File: config.mk
export PLATFORM = sky130hd
export DESIGN_NAME = base64_line_encoder_core
export DESIGN_NICKNAME = d
export VERILOG_FILES = /design/src/b64le_pkg.sv /design/src/base64_line_encoder_core.sv /design/src/b64le_expand.sv /design/src/b64le_emitter.sv
export SDC_FILE = /design/constraint.sdc
export NUM_CORES = 1
export LEC_CHECK = 0
export ABC_CLOCK_PERIOD_IN_PS = 5500
export BUFFER_PORTS_ARGS = -buffer_cell sky130_fd_sc_hd__buf_2
export CAP_MARGIN = 20
export CORE_MARGIN = 10
export CORE_UTILIZATION = 24
export DETAILED_ROUTE_END_ITERATION = 8
export PLACE_DENSITY = 0.49
export SLEW_MARGIN = 20
export SYNTH_ARGS = -nofsm -noshare
export SYNTH_HDL_FRONTEND = slang
export SYNTH_SLANG_ARGS = --single-unit
File: constraint.sdc
create_clock -name clock -period 5.5 [get_ports clock]
set_input_delay 0.55 -clock clock [delete_from_list [all_inputs] [get_ports clock]]
set_output_delay 0.55 -clock clock [all_outputs]
set_load 0.05 [all_outputs]
File: src/b64le_pkg.sv
// ----------------------------------------------------------------------------
// b64le_pkg
// Shared types, constants and the symbol map for the base64 line encoder.
// ----------------------------------------------------------------------------
package b64le_pkg;

   localparam int unsigned CHARS_MAX = 5;
   localparam int unsigned COUNT_W   = 3;

   localparam logic [7:0] PAD_CHAR        = 8'h3D;
   localparam logic [7:0] BREAK_CHAR_RST  = 8'd13;
   localparam logic [7:0] QUADS_LINE_RST  = 8'd19;

   // configuration register indexes
   localparam logic CSR_BREAK_CHAR     = 1'b0;
   localparam logic CSR_QUADS_PER_LINE = 1'b1;

   typedef enum logic [1:0] {
      PHASE_0 = 2'd0,
      PHASE_1 = 2'd1,
      PHASE_2 = 2'd2
   } b64le_phase_type;

   typedef struct packed {
      b64le_phase_type phase;
      logic [3:0]      carry;
      logic [7:0]      lquads;
   } b64le_state_type;

   // characters for one input byte, first character in element 0
   typedef struct packed {
      logic [CHARS_MAX-1:0][7:0] chars;
      logic [COUNT_W-1:0]        count;
      logic                      msg_end;
   } b64le_job_type;

   typedef struct packed {
      logic free;   // job register empty or emptying this cycle
   } b64le_emit_status_type;

   function automatic logic [7:0] b64le_sym(input logic [5:0] v);
      logic [7:0] ext;
      ext = {2'b00, v};
      if (v < 6'd26)      return ext + 8'h41;
      else if (v < 6'd52) return ext + 8'd71;   // 'a' - 26
      else if (v < 6'd62) return ext - 8'd4;    // '0' - 52
      else if (v == 6'd62) return 8'h2B;
      else                 return 8'h2F;
   endfunction

endpackage

File: src/base64_line_encoder_core.sv
// An accepted byte is held in the input register, then moved into the character register that drives rsp.
// Throughput: one character per cycle on rsp while rsp_tready is high; a byte yields
// 1 to 5 characters, 4 per three-byte quad plus 1 per break.
// The single input register and the character register set that rate.
// Reset (synchronous): break character 13, 19 quads per line, encoder state
// cleared and both channels empty.
// ----------------------------------------------------------------------------
// base64_line_encoder_core
// Streaming base64 encoder with configurable line breaks and message flush.
// ----------------------------------------------------------------------------
module base64_line_encoder_core
   import b64le_pkg::*;
(
   input  logic       clock,
   input  logic       reset,
   input  logic       req_tvalid,
   output logic       req_tready,
   input  logic [7:0] req_tdata,    // [7:0] in_byte
   input  logic       req_tlast,    // in_last
   output logic       rsp_tvalid,
   input  logic       rsp_tready,
   output logic [7:0] rsp_tdata,    // [7:0] out_char
   output logic       rsp_tlast,    // run_last
   output logic       rsp_tuser,    // [0] msg_end
   input  logic       csr_wr_en,
   input  logic       csr_index,
   input  logic [7:0] csr_wdata
);

   logic                  in_valid_ff, in_valid_in;
   logic [7:0]            in_byte_ff, in_byte_in;
   logic                  in_last_ff, in_last_in;
   logic [7:0]            break_char_ff, break_char_in;
   logic [7:0]            quads_ff, quads_in;
   b64le_state_type       state_ff, state_in;
   b64le_state_type       next_state;
   b64le_job_type         job;
   b64le_emit_status_type emit_status;
   logic                  move;
   logic                  accept;

   assign move       = in_valid_ff && emit_status.free;
   assign req_tready = !in_valid_ff || move;
   assign accept     = req_tvalid && req_tready;

   b64le_expand u_expand (
      .st             (state_ff),
      .in_byte        (in_byte_ff),
      .in_last        (in_last_ff),
      .break_char     (break_char_ff),
      .quads_per_line (quads_ff),
      .job            (job),
      .nst            (next_state)
   );

   b64le_emitter u_emitter (
      .clock      (clock),
      .reset      (reset),
      .load       (move),
      .job        (job),
      .status     (emit_status),
      .rsp_tvalid (rsp_tvalid),
      .rsp_tready (rsp_tready),
      .rsp_tdata  (rsp_tdata),
      .rsp_tlast  (rsp_tlast),
      .rsp_tuser  (rsp_tuser)
   );

   always_comb begin
      in_valid_in   = in_valid_ff;
      in_byte_in    = in_byte_ff;
      in_last_in    = in_last_ff;
      state_in      = state_ff;
      break_char_in = break_char_ff;
      quads_in      = quads_ff;
      if (move) begin
         in_valid_in = 1'b0;
         state_in    = next_state;
      end
      if (accept) begin
         in_valid_in = 1'b1;
         in_byte_in  = req_tdata;
         in_last_in  = req_tlast;
      end
      if (csr_wr_en) begin
         unique case (csr_index)
            CSR_BREAK_CHAR:     break_char_in = csr_wdata;
            CSR_QUADS_PER_LINE: quads_in      = csr_wdata;
            default:            ;
         endcase
      end
   end

   always_ff @(posedge clock) begin
      if (reset) begin
         in_valid_ff   <= 1'b0;
         state_ff      <= '{phase: PHASE_0, carry: 4'd0, lquads: 8'd0};
         break_char_ff <= BREAK_CHAR_RST;
         quads_ff      <= QUADS_LINE_RST;
      end else begin
         in_valid_ff   <= in_valid_in;
         state_ff      <= state_in;
         break_char_ff <= break_char_in;
         quads_ff      <= quads_in;
      end
   end

   always_ff @(posedge clock) begin
      in_byte_ff <= in_byte_in;
      in_last_ff <= in_last_in;
   end

   // end of message only on the final character of a byte
   a_msg_end_on_last: assert property (@(posedge clock) disable iff (reset)
      rsp_tvalid && rsp_tuser |-> rsp_tlast)
      else $error("msg_end without run_last");

   // a final byte leaves the encoder state cleared
   a_flush_clears: assert property (@(posedge clock) disable iff (reset)
      move && in_last_ff |=> state_ff.phase == PHASE_0 && state_ff.carry == 4'd0
                             && state_ff.lquads == 8'd0)
      else $error("state not cleared after final byte");

   // a held byte is never dropped while the character register is busy
   a_hold_byte: assert property (@(posedge clock) disable iff (reset)
      in_valid_ff && !move |=> in_valid_ff && $stable(in_byte_ff))
      else $error("pending byte lost");

endmodule

File: src/b64le_expand.sv
// ----------------------------------------------------------------------------
// b64le_expand
// Turns one byte and the encoder state into its list of output characters
// and the next state.
// ----------------------------------------------------------------------------
module b64le_expand
   import b64le_pkg::*;
(
   input  b64le_state_type st,
   input  logic [7:0]      in_byte,
   input  logic            in_last,
   input  logic [7:0]      break_char,
   input  logic [7:0]      quads_per_line,
   output b64le_job_type   job,
   output b64le_state_type nst
);

   logic [8:0] cnt;
   logic [8:0] lim;
   logic       just_broke;

   always_comb begin
      cnt        = {1'b0, st.lquads} + 9'd1;
      lim        = (quads_per_line == 8'd0) ? 9'd256 : {1'b0, quads_per_line};
      just_broke = 1'b0;
      job        = '0;
      nst        = st;

      case (st.phase)
         PHASE_1: begin
            job.chars[0] = b64le_sym({st.carry[1:0], in_byte[7:4]});
            job.count    = 3'd1;
            nst.carry    = in_byte[3:0];
            nst.phase    = PHASE_2;
         end
         PHASE_2: begin
            job.chars[0] = b64le_sym({st.carry, in_byte[7:6]});
            job.chars[1] = b64le_sym(in_byte[5:0]);
            nst.carry    = 4'd0;
            nst.phase    = PHASE_0;
            if (cnt >= lim) begin
               job.chars[2] = break_char;
               job.count    = 3'd3;
               nst.lquads   = 8'd0;
               just_broke   = 1'b1;
            end else begin
               job.count    = 3'd2;
               nst.lquads   = cnt[7:0];
            end
         end
         default: begin
            job.chars[0] = b64le_sym(in_byte[7:2]);
            job.count    = 3'd1;
            nst.carry    = {2'b00, in_byte[1:0]};
            nst.phase    = PHASE_1;
         end
      endcase

      // flush; the padded cases start from one character, the aligned case from two or three
      if (in_last) begin
         case (nst.phase)
            PHASE_1: begin
               job.chars[1] = b64le_sym({nst.carry[1:0], 4'b0000});
               job.chars[2] = PAD_CHAR;
               job.chars[3] = PAD_CHAR;
               job.chars[4] = break_char;
               job.count    = 3'd5;
            end
            PHASE_2: begin
               job.chars[1] = b64le_sym({nst.carry, 2'b00});
               job.chars[2] = PAD_CHAR;
               job.chars[3] = break_char;
               job.count    = 3'd4;
            end
            default: begin
               if (!just_broke && nst.lquads != 8'd0) begin
                  job.chars[2] = break_char;
                  job.count    = 3'd3;
               end
            end
         endcase
         job.msg_end = 1'b1;
         nst         = '{phase: PHASE_0, carry: 4'd0, lquads: 8'd0};
      end
   end

endmodule

File: src/b64le_emitter.sv
// ----------------------------------------------------------------------------
// b64le_emitter
// Holds the characters of one byte and hands them out one per transaction.
// ----------------------------------------------------------------------------
module b64le_emitter
   import b64le_pkg::*;
(
   input  logic                  clock,
   input  logic                  reset,
   input  logic                  load,
   input  b64le_job_type         job,
   output b64le_emit_status_type status,
   output logic                  rsp_tvalid,
   input  logic                  rsp_tready,
   output logic [7:0]            rsp_tdata,   // [7:0] out_char
   output logic                  rsp_tlast,   // run_last
   output logic                  rsp_tuser    // [0] msg_end
);

   logic                      valid_ff, valid_in;
   logic [COUNT_W-1:0]        left_ff, left_in;
   logic [CHARS_MAX-1:0][7:0] chars_ff, chars_in;
   logic                      msg_end_ff, msg_end_in;
   logic                      take;
   logic                      final_char;

   assign take        = valid_ff && rsp_tready;
   assign final_char  = (left_ff == 3'd1);
   assign status.free = !valid_ff || (take && final_char);

   assign rsp_tvalid = valid_ff;
   assign rsp_tdata  = chars_ff[0];
   assign rsp_tlast  = final_char;
   assign rsp_tuser  = msg_end_ff && final_char;

   always_comb begin
      valid_in   = valid_ff;
      left_in    = left_ff;
      chars_in   = chars_ff;
      msg_end_in = msg_end_ff;
      if (load) begin
         valid_in   = 1'b1;
         left_in    = job.count;
         chars_in   = job.chars;
         msg_end_in = job.msg_end;
      end else if (take) begin
         valid_in = !final_char;
         left_in  = left_ff - 3'd1;
         chars_in = {8'h00, chars_ff[CHARS_MAX-1:1]};
      end
   end

   always_ff @(posedge clock) begin
      if (reset) begin
         valid_ff <= 1'b0;
         left_ff  <= '0;
      end else begin
         valid_ff <= valid_in;
         left_ff  <= left_in;
      end
   end

   always_ff @(posedge clock) begin
      chars_ff   <= chars_in;
      msg_end_ff <= msg_end_in;
   end

endmodule

# --- Yosys cells after proc, flatten, opt, wreduce, memory -nomap -nowiden ---
# Index checks and enable logic that the tools add are counted.
word_totals:
  ff_bits: 85
  inputBits: 23
  wordCells: 134
op_classes:
  magnitude_cmp: 19
  n_mux: 50
  eq_ne: 9
  n_reduce_logical: 19
  bitwise: 1
  n_addsub: 20
ops:
  columns: ["cell", "count"]
  rows:
  - ["$mux 8", 24]
  - ["$add 6x7->8 const B", 12]
  - ["$mux 40", 2]
  - ["$lt 6x6->1 const B", 12]
  - ["$sub 6x3->7 const B", 6]
  - ["$lt 6x5->1 const B", 6]
  - ["$mux 32", 1]
  - ["$pmux 8 s2", 2]
  - ["$eq 6x6->1 const B", 4]
  - ["$pmux 11 s2", 1]
  - ["$mux 3", 7]
  - ["$mux 16", 1]
  - ["$mux 14", 1]
  - ["$pmux 6 s2", 1]
  - ["$add 8x1->9 const B", 1]
  - ["$ge 9x9->1", 1]
  - ["$mux 9", 1]
  - ["$logic_not 8->1", 1]
  - ["$reduce_bool 8->1", 1]
  - ["$mux 1", 7]
  - ["$logic_and 1x1->1", 6]
  - ["$pmux 3 s2", 1]
  - ["$eq 2x1->1 const B", 2]
  - ["$eq 2x2->1 const B", 2]
  - ["other kinds (9)", 15]

# --- Longest topological paths before layout ---
depth:
  depth_word: 11
  mapped_depth: 12
  ltp_nobuf: 12

# --- Cells and area by module ---
# From an unflattened synthesis, not the netlist that was laid out.
unflattened:
  cells_unflattened: 731
  area_unflattened_um2: 6508.7
by_module_without_submodules:
  columns: ["mod", "n_inst", "area_per_inst_um2", "cells_per_inst"]
  rows:
  - ["b64le_expand", 1, 2931.6, 465]
  - ["b64le_emitter", 1, 1969.4, 120]
  - ["base64_line_encoder_core", 1, 1607.8, 146]

# --- Least setup slack after synthesis ---
# Ideal clock, no wire load.
synth_path:
  kind: "register to register"
  from: "reg state_ff[2] (netlist bit)"
  to: "reg u_emitter.chars_ff[16] (netlist bit), data pin"
  path_stages_with_launch: 13
  arrival_time_ps: 2647
  path_buffers: 1
  period_less_slack_ps: 2908
  path_slack_ps: 2592
  required_time_ps: 5239
  cell_sequence: "dfxtp_1 buf_6 nand3_1 or2_2 and2_1 or2_2 ha_1 nand4_1 nor2_1 a211o_1 nand2_1 o21ai_2 a221o_1"
synth_rtl:
  columns: ["element", "line_no", "text"]
  rows:
  - ["from (decl)", "base64_line_encoder_core.sv:35", "b64le_state_type state_ff, state_in;"]
  - ["from (signal assigned)", "base64_line_encoder_core.sv:97", "state_ff <= '{phase: PHASE_0, carry: 4'd0, lquads: 8'd0};"]
  - ["from (signal assigned)", "base64_line_encoder_core.sv:102", "state_ff <= state_in;"]
  - ["to (signal assigned)", "b64le_emitter.sv:64", "chars_ff <= chars_in;"]
  - ["to (decl)", "b64le_emitter.sv:22", "logic [CHARS_MAX-1:0][7:0] chars_ff, chars_in;"]

==> flow_summary.json <==
{
  "outcome": "completed",
  "yosysUniqueCellTypes": 64,
  "area_delta_synth_final_pct": 11.1,
  "grt_max_degree": 54,
  "ir_drop_v": 0.000125,
  "fin_crit_sh": 0.600,
  "dp_slack_ps": 2110,
  "clkTransAtPathRegs_ps": 80,
  "p_int_uw": 1140,
  "min_path_type": "in -> reg",
  "via_per_inst": 4.98,
  "netlist.area_leader.share": 0.258,
  "diodes": 0,
  "routed_wl_um": 16400,
  "grt_pass1_vias": 4853,
  "cts-buffers-inserted": 9,
  "ys_warn_count": 0,
  "p_clk_frac": 0.381,
  "fin_setup_tns_ps": 0,
  "chipWidth_um": 176,
  "switching_power_uw": 516,
  "finalMaxSlewViolations": 0,
  "clock-sinks": 85,
  "p_comb_frac": 0.160,
  "clock_skew_ps": 17.8,
  "crit_chain": "inv_1 > ha_1 > nand3b_1 > a21bo_2 > inv_1 > nand2_1 > nor2_1 > a221o_1",
  "firstDrtPassIters": 4,
  "ys_seq_area_frac": 0.379,
  "layout-drive-gt1-share": 0.101,
  "start_util": 0.245,
  "ios": 35,
  "cp_data_arrival_time_ps": 3400,
  "finalSetupViolations": 0,
  "synthFlopType": "edfxtp_1",
  "grt_use_total": 0.107,
  "gp_congestion": 0.846,
  "hpwl_um": 11600,
  "tightest_slew_ps": 1030,
  "max_cap_viol_count": 0,
  "fin_crit_ps": 3300,
  "path_max_fanout": 53,
  "critical_path_class": "reg -> reg",
  "drt_first_iter_violations": 412,
  "avgSynthCellArea_um2": 8.46,
  "drt_drc_violations_left": 0,
  "place.port_buffers": 34,
  "startpoint_type": "flip-flop",
  "synth_edf_count": 50,
  "p_seq_frac": 0.459,
  "ctsHoldBuffers": 0,
  "synth_area_mm2": 0.00581,
  "grt_overflow": 0,
  "cp-end-kind": "flip-flop",
  "antenna_found_initial": 0,
  "clockRootBuffer": "clkbuf_16",
  "die_area_mm2": 0.0308,
  "clockBufferDepth": 2,
  "required_ps": 5600,
  "yosysTopAreaCell": "edfxtp_1",
  "antenna_left": 0,
  "fin_ws_ps": 2200,
  "synthArstFlopShare": 0,
  "grt_pass1_wl_um": 26900,
  "nets": 739,
  "cp_slowest_stage_delay_ps": 840,
  "synth_nets": 745,
  "via_count": 5002,
  "rsz0062_at_grt": "no",
  "fmax_ghz": 0.303,
  "hold_violations": 0,
  "swShare": 0.312,
  "tritoncts": "yes",
  "p_leak_uw": 0.00238,
  "slowest_stage": "a21bo_2",
  "htreeDepth": 3,
  "synth_seq_cells": 85,
  "synth_area_leaders": "edfxtp_1 (26%), dfxtp_1 (12%), ha_1 (7.5%), nand2_1 (5.9%), a21oi_1 (5.0%)",
  "critPathMostFrequentCell": "inv_1",
  "wl_per_cell_um": 16.3,
  "clock_latency_ps": 360,
  "final_util": 0.273,
  "rows": 56,
  "slew_headroom": 0.313,
  "cts-resized-gates": 0,
  "post-cts-setup-buffers": 0,
  "synthCells": 687,
  "p_per_area_mw_per_mm2": 256,
  "die_h_um": 176,
  "core_area_mm2": 0.0237
}
==> cells in the final DEF (no fill, tap or decap), drive strengths merged, types with 4 or more instances in the layout <==
cell    instances
a211oi          9
a21o            6
a21oi          58
a221o           8
a22oi           7
a311oi          4
a31oi           8
and2           13
and3            6
buf            37
clkbuf          9
dfxtp          35
edfxtp         50
ha             35
inv            38
nand2          92
nand2b          8
nand3          21
nand3b         12
nand4           4
nor2           45
nor2b          15
nor3           20
nor4            8
o211ai          8
o21ai          47
o221ai          4
o22ai           4
o311ai          4
o31ai           8
or2             5
xnor2          16
==> flip-flops by register name (all words and copies together), names as in the netlist <==
register,flops
u_emitter.chars_ff,32
state_ff,14
break_char_ff,8
in_byte_ff,8
quads_ff,8
u_emitter.rsp_tdata,8
u_emitter.left_ff,3
in_last_ff,1
in_valid_ff,1
u_emitter.msg_end_ff,1
u_emitter.rsp_tvalid,1
==> power groups by stage <==
stage	combinational [uW]	clock, uW	sequential [uW]
5_1_grt	297	674	765
3_5_place_dp	265	0	774
6_report	265	630	759
2_1_floorplan	211	0	755
3_3_place_gp	265	0	774
4_1_cts	266	657	760
==> layout make-up <==
cell class                 count  area (um2)
fill                        2641       17200
multi-input combinational    514        3240
sequential                    85        2200
tap                          319         399
clock buffer                   9         225
timing repair buffer          37         193
inverter                      34         128
clock inverter                 7        76.3
==> path summary, 6_finish.rpt <==
check	slack, ps	startpoint	cells after the start	to
max	2200	u_emitter.left_ff[1]	8	u_emitter.chars_ff[9]
min	360	req_tdata[2]	1	in_byte_ff[2]
max reg2reg	2200	u_emitter.left_ff[1]	8	u_emitter.chars_ff[9]
min reg2reg	480	quads_ff[7]	2	quads_ff[7]
==> layer usage <==
metal | share of wire | GRT usage
met1 | 0.48 | 0.145
met3 | 0.055 | 0.0257
met4 | 0.012 | 0.0283
met2 | 0.46 | 0.167
met5 | 0 | 0
==> cell families (layout without fill, tap and decap cells) <==
kind of cell,after synthesis,in the layout,synth area share
muxes,4,4,0.00753
and+or+nand+nor,254,254,0.210
DFF,85,85,0.379
buffers and inverters,88,87,0.0650
xor gates and xnor gates,16,16,0.0241
AOI/OAI and AO/OA,205,205,0.240
adders and majority gates,35,35,0.0753
==> critical path: cells and delay by family (launching register included) <==
kind                       cells  cell delay (ps)
and+or+nand+nor                3              610
adders and majority gates      1              200
AOI/OAI and AO/OA              2             1210
buffers and inverters          2              700
DFF                            1              310
==> cell usage after synthesis, types with 9 or more instances <==
| cell type | count |
|---|---|
| nand2_1 | 92 |
| a21oi_1 | 58 |
| edfxtp_1 | 50 |
| nor2b_1 | 15 |
| inv_1 | 33 |
| nor2_1 | 45 |
| xnor2_1 | 16 |
| nand3_1 | 21 |
| o21ai_0 | 42 |
| ha_1 | 35 |
| dfxtp_1 | 35 |
| and2_1 | 13 |
| nor3_1 | 19 |
| nand3b_1 | 12 |
| a211oi_1 | 9 |
| clkbuf_1 | 34 |
==> stage by stage <==
| stage | cell area, um2 | power [uW] | std cells | hold WS [ps] |
|---|---|---|---|---|
| 4_1_cts | 6460 | 1680 | 1005 | 350 |
| 3_5_place_dp | 6150 | 1040 | 989 | 472 |
| 2_1_floorplan | 5810 | 967 | 687 | 424 |
| 3_3_place_gp | 6150 | 1040 | 989 | 465 |
| 5_1_grt | 6460 | 1740 | 1005 | 351 |
| 6_report | 6460 | 1650 | 1005 | 360 |
(Power assumes the default switching activity.)
